<file path="src/sv/page_frame_cache_lru_fifo_top_assert.svh">
// ----------------------------------------------------------------------------
// page frame cache assertion macros
// shared assertion forms for the page frame cache modules
// ----------------------------------------------------------------------------
`ifndef PAGE_FRAME_CACHE_LRU_FIFO_TOP_ASSERT_SVH
`define PAGE_FRAME_CACHE_LRU_FIFO_TOP_ASSERT_SVH

// same-cycle implication, checked on aclk outside reset
`define PFC_ASSERT_NOW(label, ante, cons, msg) \
    label: assert property (@(posedge aclk) disable iff (!aresetn) (ante) |-> (cons)) \
        else $error(msg);

// next-cycle implication, checked on aclk outside reset
`define PFC_ASSERT_NEXT(label, ante, cons, msg) \
    label: assert property (@(posedge aclk) disable iff (!aresetn) (ante) |=> (cons)) \
        else $error(msg);

`endif

</file>
<file path="src/sv/pfc_pkg.sv">
// ----------------------------------------------------------------------------
// pfc_pkg
// types and constants shared by the page frame cache modules
// ----------------------------------------------------------------------------
package pfc_pkg;

    localparam int ENTRIES_DEF   = 16;
    localparam int PROCESS_W     = 16;
    localparam int PAGE_W        = 20;
    localparam int FRAME_W       = 20;
    localparam int STAMP_W       = 32;
    localparam int LIMIT_W       = 5;
    localparam int CFG_IDX_W     = 1;

    typedef enum logic [1:0] {
        CMD_LOOKUP_TOUCH = 2'd0,
        CMD_LOOKUP       = 2'd1,
        CMD_INSERT       = 2'd2,
        CMD_CLEAR        = 2'd3
    } cmd_t;

    typedef enum logic [CFG_IDX_W-1:0] {
        REG_ENTRIES_IN_USE = 1'd0,
        REG_POLICY_LRU     = 1'd1
    } reg_idx_t;

    typedef enum logic [1:0] {
        ST_IDLE,
        ST_SCAN,
        ST_FINISH
    } state_t;

    // one table slot as held in the ram
    typedef struct packed {
        logic [PROCESS_W-1:0] process_id;
        logic [PAGE_W-1:0]    page_number;
        logic [FRAME_W-1:0]   frame;
        logic [STAMP_W-1:0]   last_use;
        logic [STAMP_W-1:0]   insert_order;
    } entry_t;

    localparam int ENTRY_W = $bits(entry_t);

    // control into the scan unit
    typedef struct packed {
        logic                 start;
        logic                 find_victim;
        logic                 policy_lru;
        logic [PROCESS_W-1:0] process_id;
        logic [PAGE_W-1:0]    page_number;
    } scan_ctl_t;

    // status out of the scan unit
    typedef struct packed {
        logic               done;
        logic               found;
        logic               inv_found;
        logic [FRAME_W-1:0] frame;
        logic [STAMP_W-1:0] insert_order;
    } scan_res_t;

endpackage

</file>
<file path="src/sv/pfc_ram.sv">
// ----------------------------------------------------------------------------
// pfc_ram
// single write port, single read port ram with registered read data
// ----------------------------------------------------------------------------
module pfc_ram #(
    parameter int WIDTH = 8,
    parameter int DEPTH = 16,
    localparam int AW   = (DEPTH > 1) ? $clog2(DEPTH) : 1
) (
    input  logic             aclk,
    input  logic             wr_en,
    input  logic [AW-1:0]    wr_addr,
    input  logic [WIDTH-1:0] wr_data,
    input  logic             rd_en,
    input  logic [AW-1:0]    rd_addr,
    output logic [WIDTH-1:0] rd_data
);

    logic [WIDTH-1:0] mem [DEPTH];
    logic [WIDTH-1:0] rd_data_reg;

    always_ff @(posedge aclk) begin
        if (wr_en) begin
            mem[wr_addr] <= wr_data;
        end
        if (rd_en) begin
            rd_data_reg <= mem[rd_addr];
        end
    end

    assign rd_data = rd_data_reg;

endmodule

</file>
<file path="src/sv/pfc_scan.sv">
// ----------------------------------------------------------------------------
// pfc_scan
// walks the table one slot per cycle, finding the earliest inserted match or the victim
// ----------------------------------------------------------------------------
module pfc_scan #(
    parameter int ENTRIES = pfc_pkg::ENTRIES_DEF,
    localparam int IW     = (ENTRIES > 1) ? $clog2(ENTRIES) : 1
) (
    input  logic               aclk,
    input  logic               aresetn,
    input  pfc_pkg::scan_ctl_t ctl,
    input  logic [ENTRIES-1:0] entry_valid,
    output logic               rd_en,
    output logic [IW-1:0]      rd_addr,
    input  pfc_pkg::entry_t    rd_entry,
    output pfc_pkg::scan_res_t res,
    output logic [IW-1:0]      best_idx,
    output logic [IW-1:0]      inv_idx
);

    localparam logic [IW-1:0] LAST = IW'(ENTRIES - 1);

    logic                        issue_en_reg;
    logic [IW-1:0]               issue_idx_reg;
    logic                        cmp_vld_reg;
    logic [IW-1:0]               cmp_idx_reg;
    logic                        done_reg;
    logic                        found_reg;
    logic                        inv_found_reg;
    logic [IW-1:0]               best_idx_reg;
    logic [IW-1:0]               inv_idx_reg;
    logic [pfc_pkg::FRAME_W-1:0] best_frame_reg;
    logic [pfc_pkg::STAMP_W-1:0] best_last_reg;
    logic [pfc_pkg::STAMP_W-1:0] best_order_reg;

    logic slot_valid;
    logic key_match;
    logic older;
    logic better;
    logic take;

    always_comb begin
        slot_valid = entry_valid[cmp_idx_reg];
        key_match  = (rd_entry.process_id == ctl.process_id) &&
                     (rd_entry.page_number == ctl.page_number);
        older      = rd_entry.insert_order < best_order_reg;
        if (ctl.policy_lru) begin
            better = (rd_entry.last_use < best_last_reg) ||
                     ((rd_entry.last_use == best_last_reg) && older);
        end else begin
            better = older;
        end
        if (ctl.find_victim) begin
            take = slot_valid && (!found_reg || better);
        end else begin
            take = slot_valid && key_match && (!found_reg || older);
        end
    end

    // issue and compare control
    always_ff @(posedge aclk) begin
        if (!aresetn) begin
            issue_en_reg <= 1'b0;
            cmp_vld_reg  <= 1'b0;
            done_reg     <= 1'b0;
        end else begin
            cmp_vld_reg <= issue_en_reg;
            done_reg    <= cmp_vld_reg && (cmp_idx_reg == LAST);
            if (ctl.start) begin
                issue_en_reg <= 1'b1;
            end else if (issue_en_reg && (issue_idx_reg == LAST)) begin
                issue_en_reg <= 1'b0;
            end
        end
    end

    // running best and first free slot
    always_ff @(posedge aclk) begin
        cmp_idx_reg <= issue_idx_reg;
        if (ctl.start) begin
            issue_idx_reg <= '0;
            found_reg     <= 1'b0;
            inv_found_reg <= 1'b0;
        end else begin
            if (issue_en_reg) begin
                issue_idx_reg <= issue_idx_reg + 1'b1;
            end
            if (cmp_vld_reg) begin
                if (take) begin
                    found_reg      <= 1'b1;
                    best_idx_reg   <= cmp_idx_reg;
                    best_frame_reg <= rd_entry.frame;
                    best_last_reg  <= rd_entry.last_use;
                    best_order_reg <= rd_entry.insert_order;
                end
                if (!slot_valid && !inv_found_reg) begin
                    inv_found_reg <= 1'b1;
                    inv_idx_reg   <= cmp_idx_reg;
                end
            end
        end
    end

    assign rd_en            = issue_en_reg;
    assign rd_addr          = issue_idx_reg;
    assign res.done         = done_reg;
    assign res.found        = found_reg;
    assign res.inv_found    = inv_found_reg;
    assign res.frame        = best_frame_reg;
    assign res.insert_order = best_order_reg;
    assign best_idx         = best_idx_reg;
    assign inv_idx          = inv_idx_reg;

endmodule

</file>
<file path="src/sv/page_frame_cache_lru_fifo_top.sv">
// ----------------------------------------------------------------------------
// page_frame_cache_lru_fifo_top
// fully associative page-to-frame translation cache, fifo or lru replacement
// ----------------------------------------------------------------------------
// A lookup or insert beat walks every slot of the table through the single
// read port of the slot ram, one slot per cycle: each address is issued,
// its registered read data is compared against the running best, and a
// done flag is registered after the last slot, ending the scan. A clear
// beat, and any lookup or insert while entries_in_use is zero, skips the
// walk and goes to the finish step. The next input beat can be taken
// the cycle after a result is loaded. One beat is worked on at a time; a
// finished result waits in the output register while the next input beat is
// taken and scanned. Every input beat yields exactly one result beat. Lookups
// return the frame of the earliest inserted match; inserts return hit 0.
// Configuration writes are taken at any time but must only be issued while
// the cache is idle.
// ----------------------------------------------------------------------------
`include "page_frame_cache_lru_fifo_top_assert.svh"

module page_frame_cache_lru_fifo_top #(
    parameter int ENTRIES = pfc_pkg::ENTRIES_DEF
) (
    input  logic                             aclk,
    input  logic                             aresetn,
    // configuration write port
    input  logic                             cfg_wr_en,
    input  logic [pfc_pkg::CFG_IDX_W-1:0]    cfg_index,
    input  logic [pfc_pkg::LIMIT_W-1:0]      cfg_wdata,
    // command channel
    input  logic                             s_valid,
    output logic                             s_ready,
    input  logic [1:0]                       s_command,
    input  logic [pfc_pkg::PROCESS_W-1:0]    s_process_id,
    input  logic [pfc_pkg::PAGE_W-1:0]       s_page_number,
    input  logic [pfc_pkg::FRAME_W-1:0]      s_frame_in,
    // result channel
    output logic                             m_valid,
    input  logic                             m_ready,
    output logic                             m_hit,
    output logic [pfc_pkg::FRAME_W-1:0]      m_frame_out
);

    localparam int IW = (ENTRIES > 1) ? $clog2(ENTRIES) : 1;
    localparam int CW = $clog2(ENTRIES + 1);
    // wide enough for both the live count and the configured limit
    localparam int LW = (CW > pfc_pkg::LIMIT_W) ? CW : pfc_pkg::LIMIT_W;

    // fsm and beat capture
    pfc_pkg::state_t              state_reg, state_next;
    pfc_pkg::cmd_t                cmd_reg;
    logic [pfc_pkg::PROCESS_W-1:0] pid_reg;
    logic [pfc_pkg::PAGE_W-1:0]   page_reg;
    logic [pfc_pkg::FRAME_W-1:0]  frame_reg;
    logic                         act_reg;    // cache enabled when taken
    logic                         evict_reg;  // table at or above limit

    // table bookkeeping
    logic [ENTRIES-1:0]           valid_reg, valid_next;
    logic [CW-1:0]                count_reg, count_next;
    logic [pfc_pkg::STAMP_W-1:0]  access_counter_reg, access_counter_next;

    // configuration
    logic [pfc_pkg::LIMIT_W-1:0]  entries_in_use_reg;
    logic                         policy_lru_reg;

    // output register
    logic                         m_valid_reg;
    logic                         m_hit_reg, m_hit_next;
    logic [pfc_pkg::FRAME_W-1:0]  m_frame_reg, m_frame_next;

    // datapath
    logic [LW-1:0]                limit;
    logic                         accept;
    logic                         out_free;
    logic                         finish_go;
    logic                         needs_scan;
    logic                         is_lookup;
    logic [IW-1:0]                free_idx;
    logic [IW-1:0]                best_idx;
    logic [IW-1:0]                inv_idx;
    pfc_pkg::scan_ctl_t           scan_ctl;
    pfc_pkg::scan_res_t           scan_res;

    // ram ports
    logic                         ram_wr_en;
    logic [IW-1:0]                ram_wr_addr;
    pfc_pkg::entry_t              ram_wr_entry;
    logic                         ram_rd_en;
    logic [IW-1:0]                ram_rd_addr;
    logic [pfc_pkg::ENTRY_W-1:0]  ram_rd_data;
    pfc_pkg::entry_t              ram_rd_entry;

    // oversized limit acts as the table size
    always_comb begin
        if (LW'(entries_in_use_reg) > LW'(ENTRIES)) begin
            limit = LW'(ENTRIES);
        end else begin
            limit = LW'(entries_in_use_reg);
        end
    end

    assign s_ready    = (state_reg == pfc_pkg::ST_IDLE);
    assign accept     = s_valid && s_ready;
    assign out_free   = !m_valid_reg || m_ready;
    assign finish_go  = (state_reg == pfc_pkg::ST_FINISH) && out_free;
    assign needs_scan = (pfc_pkg::cmd_t'(s_command) != pfc_pkg::CMD_CLEAR) &&
                        (limit != '0);

    // scan unit control
    assign scan_ctl.start       = accept && needs_scan;
    assign scan_ctl.find_victim = (cmd_reg == pfc_pkg::CMD_INSERT);
    assign scan_ctl.policy_lru  = policy_lru_reg;
    assign scan_ctl.process_id  = pid_reg;
    assign scan_ctl.page_number = page_reg;

    // next state
    always_comb begin
        state_next = state_reg;
        case (state_reg)
            pfc_pkg::ST_IDLE: begin
                if (accept) begin
                    state_next = needs_scan ? pfc_pkg::ST_SCAN : pfc_pkg::ST_FINISH;
                end
            end
            pfc_pkg::ST_SCAN: begin
                if (scan_res.done) begin
                    state_next = pfc_pkg::ST_FINISH;
                end
            end
            pfc_pkg::ST_FINISH: begin
                if (out_free) begin
                    state_next = pfc_pkg::ST_IDLE;
                end
            end
            default: begin
                state_next = pfc_pkg::ST_IDLE;
            end
        endcase
    end

    // the new entry goes to the lowest free slot, counting the victim as freed
    always_comb begin
        if (evict_reg) begin
            if (scan_res.inv_found && (inv_idx < best_idx)) begin
                free_idx = inv_idx;
            end else begin
                free_idx = best_idx;
            end
        end else begin
            free_idx = inv_idx;
        end
    end

    // finish step: table update, ram write-back and result
    always_comb begin
        is_lookup           = cmd_reg inside {pfc_pkg::CMD_LOOKUP_TOUCH, pfc_pkg::CMD_LOOKUP};
        valid_next          = valid_reg;
        count_next          = count_reg;
        access_counter_next = access_counter_reg;
        ram_wr_en           = 1'b0;
        ram_wr_addr         = best_idx;
        ram_wr_entry.process_id   = pid_reg;
        ram_wr_entry.page_number  = page_reg;
        ram_wr_entry.frame        = scan_res.frame;
        ram_wr_entry.last_use     = access_counter_reg;
        ram_wr_entry.insert_order = scan_res.insert_order;
        m_hit_next          = act_reg && is_lookup && scan_res.found;
        m_frame_next        = m_hit_next ? scan_res.frame : '0;
        if (finish_go) begin
            case (cmd_reg)
                pfc_pkg::CMD_LOOKUP_TOUCH: begin
                    if (act_reg) begin
                        // stamp the matched slot and advance time, hit or miss
                        ram_wr_en           = scan_res.found;
                        access_counter_next = access_counter_reg + 1'b1;
                    end
                end
                pfc_pkg::CMD_LOOKUP: begin
                end
                pfc_pkg::CMD_INSERT: begin
                    if (act_reg) begin
                        if (evict_reg) begin
                            valid_next[best_idx] = 1'b0;
                        end else begin
                            count_next = count_reg + 1'b1;
                        end
                        valid_next[free_idx]      = 1'b1;
                        ram_wr_en                 = 1'b1;
                        ram_wr_addr               = free_idx;
                        ram_wr_entry.frame        = frame_reg;
                        ram_wr_entry.insert_order = access_counter_reg;
                        access_counter_next       = access_counter_reg + 1'b1;
                    end
                end
                pfc_pkg::CMD_CLEAR: begin
                    valid_next = '0;
                    count_next = '0;
                end
                default: begin
                end
            endcase
        end
    end

    // state register and table control
    always_ff @(posedge aclk) begin
        if (!aresetn) begin
            state_reg          <= pfc_pkg::ST_IDLE;
            valid_reg          <= '0;
            count_reg          <= '0;
            access_counter_reg <= '0;
            entries_in_use_reg <= '0;
            policy_lru_reg     <= 1'b0;
            m_valid_reg        <= 1'b0;
        end else begin
            state_reg          <= state_next;
            valid_reg          <= valid_next;
            count_reg          <= count_next;
            access_counter_reg <= access_counter_next;
            if (cfg_wr_en) begin
                case (pfc_pkg::reg_idx_t'(cfg_index))
                    pfc_pkg::REG_ENTRIES_IN_USE: entries_in_use_reg <= cfg_wdata;
                    pfc_pkg::REG_POLICY_LRU:     policy_lru_reg     <= cfg_wdata[0];
                    default: begin
                    end
                endcase
            end
            if (finish_go) begin
                m_valid_reg <= 1'b1;
            end else if (m_ready) begin
                m_valid_reg <= 1'b0;
            end
        end
    end

    // beat capture and result payload
    always_ff @(posedge aclk) begin
        if (accept) begin
            cmd_reg   <= pfc_pkg::cmd_t'(s_command);
            pid_reg   <= s_process_id;
            page_reg  <= s_page_number;
            frame_reg <= s_frame_in;
            act_reg   <= (limit != '0);
            evict_reg <= (LW'(count_reg) >= limit);
        end
        if (finish_go) begin
            m_hit_reg   <= m_hit_next;
            m_frame_reg <= m_frame_next;
        end
    end

    assign m_valid     = m_valid_reg;
    assign m_hit       = m_hit_reg;
    assign m_frame_out = m_frame_reg;

    // slot storage
    pfc_ram #(
        .WIDTH (pfc_pkg::ENTRY_W),
        .DEPTH (ENTRIES)
    ) u_ram (
        .aclk    (aclk),
        .wr_en   (ram_wr_en),
        .wr_addr (ram_wr_addr),
        .wr_data (ram_wr_entry),
        .rd_en   (ram_rd_en),
        .rd_addr (ram_rd_addr),
        .rd_data (ram_rd_data)
    );

    assign ram_rd_entry = pfc_pkg::entry_t'(ram_rd_data);

    // match and victim search
    pfc_scan #(
        .ENTRIES (ENTRIES)
    ) u_scan (
        .aclk        (aclk),
        .aresetn     (aresetn),
        .ctl         (scan_ctl),
        .entry_valid (valid_reg),
        .rd_en       (ram_rd_en),
        .rd_addr     (ram_rd_addr),
        .rd_entry    (ram_rd_entry),
        .res         (scan_res),
        .best_idx    (best_idx),
        .inv_idx     (inv_idx)
    );

    // live count always agrees with the valid bits
    `PFC_ASSERT_NOW(a_count_matches_valid, 1'b1, count_reg == CW'($countones(valid_reg)), "live count out of step with valid bits")
    // the scan only reports completion while the fsm waits for it
    `PFC_ASSERT_NOW(a_done_in_scan, scan_res.done, state_reg == pfc_pkg::ST_SCAN, "scan finished outside scan state")
    // a finished beat always lands in the output register
    `PFC_ASSERT_NEXT(a_finish_loads_out, finish_go, m_valid_reg, "finished beat not presented")
    // time does not move while the table is being walked
    `PFC_ASSERT_NEXT(a_counter_held_in_scan, state_reg == pfc_pkg::ST_SCAN, $stable(access_counter_reg), "access counter moved during scan")

endmodule

</file>
<file path="config.mk">
export PLATFORM = sky130hd
export DESIGN_NAME = page_frame_cache_lru_fifo_top
export DESIGN_NICKNAME = d
export VERILOG_FILES = /design/src/sv/pfc_pkg.sv /design/src/sv/pfc_ram.sv /design/src/sv/pfc_scan.sv /design/src/sv/page_frame_cache_lru_fifo_top.sv
export VERILOG_INCLUDE_DIRS = /design/src /design/src/sv
export SDC_FILE = /design/constraint.sdc
export NUM_CORES = 2
export LEC_CHECK = 0
export BUFFER_PORTS_ARGS = -buffer_cell sky130_fd_sc_hd__buf_4
export CAP_MARGIN = 20
export CELL_PAD_IN_SITES_DETAIL_PLACEMENT = 0
export CELL_PAD_IN_SITES_GLOBAL_PLACEMENT = 1
export CORE_MARGIN = 2
export CORE_UTILIZATION = 39
export DETAILED_ROUTE_END_ITERATION = 8
export GPL_TIMING_DRIVEN = 0
export PLACE_DENSITY = 0.56
export SYNTH_ARGS = -nofsm -noshare
export SYNTH_HDL_FRONTEND = slang
export SYNTH_SLANG_ARGS = --single-unit
</file>
<file path="constraint.sdc">
create_clock -name aclk -period 27.2 [get_ports aclk]
set_input_delay 2.72 -clock aclk [delete_from_list [all_inputs] [get_ports aclk]]
set_output_delay 2.72 -clock aclk [all_outputs]
set_load 0.005 [all_outputs]
</file>
* Word level (Yosys, flattened, before mapping)
Memories as Yosys holds them, arrays and structs flattened. A register that Yosys moved wholly into a read port is not among the register bits.
Cells that the tools add are included.
** Storage, ports and cells
- Register bits after elaboration :: 248
- Bits in writable memories :: 1920
- Input port bits :: 69
- Output and inout bits :: 23
- Memories kept :: 1
** Memories
- u_ram.mem :: depth 16, bits a word 120, rd ports 1, clocked after Yosys merged registers in 1, write ports 1, line pfc_ram.sv:19 : logic [WIDTH-1:0] mem [DEPTH];
** Operators by class
- $add $sub $neg :: 3
- $lt $le $gt $ge :: 10
- Equality and inequality tests :: 16
- Muxes and demuxes :: 44
- Bitwise logic cells :: 5
- Reductions and logical operators :: 43
** Operators with widths (number)
- 32-bit two-way mux :: 3
- 16-bit two-way mux :: 5
- 32-bit less-than comparator :: 2
- 20-bit two-way mux :: 3
- 32-bit by 1-bit adder with 32-bit output, second input constant :: 1
- 32-bit == test :: 1
- 16-bit one-hot mux with 2 select lines :: 1
- 20-bit == test :: 1
- 4-bit two-way mux :: 5
- 1-bit logical AND :: 17
- 16-bit bitwise AND :: 1
- 16-bit == test :: 1
- 16-bit inverter :: 1
- 16-bit OR :: 1
- 4-bit by 5-bit less-than comparator with 1-bit output, second input constant :: 3
- 5-bit two-way mux :: 3
- 3-bit AND reduction :: 5
- 1-bit two-way mux :: 14
- 5-bit one-hot mux with 2 select lines :: 1
- 1-bit demux with 4-bit select :: 2
- 4-bit == test, second input constant :: 2
- 4-bit by 1-bit greater-or-equal comparator with 1-bit output, second input constant :: 2
- 2-bit two-way mux :: 4
- 2-bit inequality test, second input constant :: 4
- 20 further kinds :: 38

* Depth between registers and ports, before layout
- Word-level depth :: 13
- Depth in mapped cells :: 10

* Hierarchy
A second synthesis with hierarchy kept.
** Unflattened totals
- Cell total of the unflattened synthesis :: 4045
- Area total of the unflattened synthesis :: 87058.5 sq um
** By module, submodules not included
- pfc_ram :: times used 1, cells each 3066, area an instance 75209.6 sq um, seq. area each 61258.8 sq um
- page_frame_cache_lru_fifo_top :: times used 1, cells each 563, area an instance 6495.0 sq um, seq. area each 3673.5 sq um
- pfc_scan :: times used 1, cells each 416, area an instance 5353.9 sq um, seq. area each 3022.9 sq um

* Least setup slack after synthesis
OpenSTA, ideal clock, no wires.
- Path kind :: input to register
- From :: input m_ready
- To :: memory u_ram.mem[13][0] in the netlist's numbering, enable pin
- Library setup time :: 747 ps
- Arrival time :: 12099 ps
- Required time :: 26453 ps
- Slack :: 14354 ps
- Cell stages on the path :: 7
- Buffers on the path :: 0
- Cells stage by stage :: nor2b_1 nor3_4 nand2_4 a211oi_2 nor2_2 mux2_4 nor3_1
** On the way
- Word-level cells in the longest chain between the ends :: 5
** Ends and longest elaborated chain
- from (decl) :: line page_frame_cache_lru_fifo_top.sv:38 : input logic m_ready,
- 1-bit logical OR (*) :: line page_frame_cache_lru_fifo_top.sv:104 : assign out_free = !m_valid_reg || m_ready;
- 1-bit logical AND (*) :: line page_frame_cache_lru_fifo_top.sv:105 : assign finish_go = (state_reg == pfc_pkg::ST_FINISH) && out_free;
- 1-bit two-way mux :: line page_frame_cache_lru_fifo_top.sv:169 : if (finish_go) begin
- 1-bit two-way mux :: line pfc_ram.sv:23 : if (wr_en) begin
- 1-bit two-way mux (not written as such) :: line pfc_ram.sv:24 : mem[wr_addr] <= wr_data;
- to (decl) :: line pfc_ram.sv:19
Mark *: on every way between the ends. The rest lies on a longest branch, timed or not.

* Worst setup path after layout
- From :: input m_ready
- To :: memory u_ram.mem[0][106] in the netlist's numbering, enable pin
The elaborated chain is that of the path after synthesis.

==> metrics.md <==
| Metric | Value |
|---|---|
| Result of the run | complete, no violations |
| Vias in the first global route | 42100 |
| Number of sinks handled by clock tree synthesis | 2288 |
| Post-Syn Instances | 3750 |
| Fraction of final layout cells sized beyond drive strength 1 | 32.5% |
| DIE AREA | 228000 sq um |
| Proportion of power drawn by combinational gates | 18.6% |
| Arrival time at the worst endpoint | 7060 ps |
| Critical Path Sink Type | flip-flop |
| Reported leakage power | 0.0331 uW |
| Synthesized area divided by synthesized cell count | 23.3 sq um |
| Cell type with the highest aggregate area in the netlist | edfxtp_1 |
| Core area | 222000 sq um |
| Detailed-route via count | 41000 |
| Commonest cells in the netlist | edfxtp_1, mux4_2, clkbuf_1, inv_1, dfxtp_1 |
| Ratio of final minimum period to clock period | 23.9% |
| Area added between synthesis and finish | 18.3% |
| Fraction of power consumed by sequential logic | 45.8% |
| Number of enable-type register cells in the synthesized netlist | 2213 |
| # H-tree levels | 4 |
| Top-area cell type share of the netlist area | 76.2% |
| Number of top-level pins | 92 |
| Number of warning messages in the yosys log | 0 |
| Fraction of registers with async set/reset | 0% |
| Crit Path Max Fanout | 10 |
| Quantity of I/O buffers inserted on ports | 91 |
| Switching power share of the total | 25.4% |
| Number of nets with antenna violations after routing | 0 |
| Avg WL per Cell | 29.5 um |
| Critical path class | in -> reg |
| Top FF cell, synth | edfxtp_1 |
| CTS clk-pin slew, worst paths | 60 ps |
| Classification of the worst-slack hold path | reg -> reg |
| Setup slack on the worst flop-to-flop path | 22110 ps |
| Endpoints failing hold | 0 |
| Clock Skew | 42.6 ps |
| Dominant cells by area after synthesis | edfxtp_1, mux4_2, dfxtp_1, ha_1, mux2_2 |
| Post-Route WL | 224000 um |
| Dpl cells | 7161 |
| Post-route DRC | 0 |
| Final cell count without fillers | 7595 |
| Capture point of the worst path | u_ram.mem[0][106]$_DFFE_PP_ |
| Total power consumption of the routed design | 8650 uW |
| Number of unique standard cell types used by synthesis | 64 |
| Relative max-transition margin | 22.1% |
| Highest achievable clock rate | 154 MHz |
| Crit path required time | 27760 ps |
| Cell Rows | 173 |
| Final Hold Slack | 391 ps |
| Initial antenna violation count | 11 |
| First-pass GRT wire length | 319000 um |
| Count of TritonRoute iterations in the first routing pass | 5 |
| CTS Root Buffer Type | clkbuf_16 |
| Number of cells upsized or downsized after cts | 0 |
| Buffers inserted by post-CTS timing repair | 0 |
| R2R cell count | 16 |
| Per-cell via count in the routed design | 5.39 |
| # setup viols final | 0 |
| Worst reg2reg path startpoint | cmd_reg[0]$_DFFE_PP_ |
| Critical register-to-register path endpoint | u_ram.mem[0][106]$_DFFE_PP_ |
| Kind of launch point of the worst setup path | primary input |
| Clock tree from TritonCTS | built |
| Max-cap violations | 0 |
| Critical Path Start | m_ready |
| Cts-stage hold buffer count | 0 |
| IR drop worst, VDD | 0.0830 mV |
| Count of pins over their slew limit | 0 |
| Overflow after GRT | 0 |
| P per Cell Area | 83.8 nW/um^2 |
| Min Clock Period, post-route | 6490 ps |
| Number of flip-flops in the largest register | 1920 |
| Post-DP HPWL | 151000 um |
| Syn Nets | 3893 |
| Starting density of the core | 39.3% |
| Pin count of the biggest net entering global routing | 41 |
| Maximum count of clock buffers along a single path | 3 |
| Total net switching power | 2200 uW |
| Final-layout setup total negative slack | 0 ps |
| Final-stage net count | 4565 |
| First-iteration detailed-routing DRC count | 4149 |
| Most frequently used cell type in the post-synthesis netlist | edfxtp_1 |
| RD Place Congestion | 0.721 |
| Proportion of synthesized chip area in sequential cells | 77.9% |
| RSZ-0062 raised after global routing | false |
| Global Route Usage Sum | 19.7% |
| Netlist Area Pre-Place | 87300 sq um |
| DIE HEIGHT | 477 um |
| Clock network fraction of total power | 35.6% |
| Clock buffers created by TritonCTS | 230 |
| Clock latency reported for the late side of the worst-skew pair | 870 ps |
| Cell internal power dissipation | 6460 uW |
| Transition at the pin with the smallest max-transition slack | 1170 ps |
| FF+latch count, synth | 2288 |
| Die outline width | 477 um |
==> how the worst min path moves through the flow <==
stage / start / end / slack [ps] / cells past startpoint
3_5_place_dp: u_scan.rd_addr[0]$_SDFFE_PP0P_ / u_scan.cmp_idx_reg[0]$_DFF_P_ / 380 / 0
6_report: u_scan.rd_addr[0]$_SDFFE_PP0P_ / u_scan.cmp_idx_reg[0]$_DFF_P_ / 390 / 0
3_3_place_gp: u_scan.rd_addr[0]$_SDFFE_PP0P_ / u_scan.cmp_idx_reg[0]$_DFF_P_ / 380 / 0
2_1_floorplan: u_scan.rd_addr[2]$_SDFFE_PP0P_ / u_scan.cmp_idx_reg[2]$_DFF_P_ / 330 / 0
4_1_cts: u_scan.rd_addr[0]$_SDFFE_PP0P_ / u_scan.cmp_idx_reg[0]$_DFF_P_ / 390 / 0
5_1_grt: u_scan.rd_addr[0]$_SDFFE_PP0P_ / u_scan.cmp_idx_reg[0]$_DFF_P_ / 400 / 0
==> stage by stage <==
| step | setup slack, ps | cell area [sq um] | utilization (%) |
|---|---|---|---|
| after CTS | 20680 | 103000 | 46.4 |
| after floorplan | 14350 | 87300 | - |
| after global placement | -349 | 91700 | 41.2 |
| after detailed placement | 19780 | 95900 | 43.1 |
| final | 20710 | 103000 | 46.5 |
| after global routing | 20600 | 103000 | 46.4 |
==> worst max-delay path, cell delays in order <==
cell	delay, ps
buf_4	80
nor2b_1	140
nor3_4	660
nand2_4	410
a211o_1	380
a21oi_1	130
a31oi_1	80
buf_4	240
nor3_2	740
buf_6	270
buf_6	160
buf_6	160
buf_6	150
buf_6	170
buf_8	170
buf_6	170
buf_6	180
==> per-layer routing <==
layer	vias up	GRT usage, %	wire length (um)	part of all wire (%)
met2	1125	31.7	108000	48
met4	4	4.86	4740	2.1
met1	22300	28.2	99500	44
met3	283	3.08	11400	5.1
met5	-	0	27	0.012
li1	17200	-	-	-
==> layout by cell type, fill, tap and decap left out, types with 27 or more instances in the layout <==
cell type and instances:
dfxtp_1 74, clkinv_2 34, clkinv_1 49, clkbuf_16 233
nand4_1 27, o21ai_0 36, buf_6 283, clkbuf_1 155
buf_8 39, xnor2_1 51, edfxtp_1 2213, buf_4 109
a21oi_1 39, mux2_2 52, nor2_1 32, and2_1 48
nand2_1 35, buf_2 51, inv_1 78, mux4_2 601
ha_1 74
==> layout make-up <==
class                   instances  area (sq um)
flip-flops and latches       2288         68000
repair buffers                440          4850
well taps                    2975          3720
diodes                          5          12.5
inverters                      79           297
clock buffers                 307          6170
fillers                     18500        119000
clock inverters               118          1130
plain buffers                 160           696
multi-input cells            1223         18400
==> cell families after synthesis <==
family                     share of synthesized area [%]
DFF                                                 77.9
muxes                                               16.5
and+or+nand+nor                                     1.71
buffers and inverters                               1.12
AOI/OAI and AO/OA                                   1.06
adders and majority gates                           1.06
xor gates and xnor gates                           0.693
==> power groups by stage <==
stage | clock [uW] | sequential [uW] | combinational, uW
5_1_grt | 3290 | 3970 | 1710
3_3_place_gp | 0 | 4050 | 1620
3_5_place_dp | 0 | 4040 | 1650
6_report | 3080 | 3960 | 1610
2_1_floorplan | 0 | 4020 | 1100
4_1_cts | 3160 | 3960 | 1650
Power figures use the tool's default switching activity.
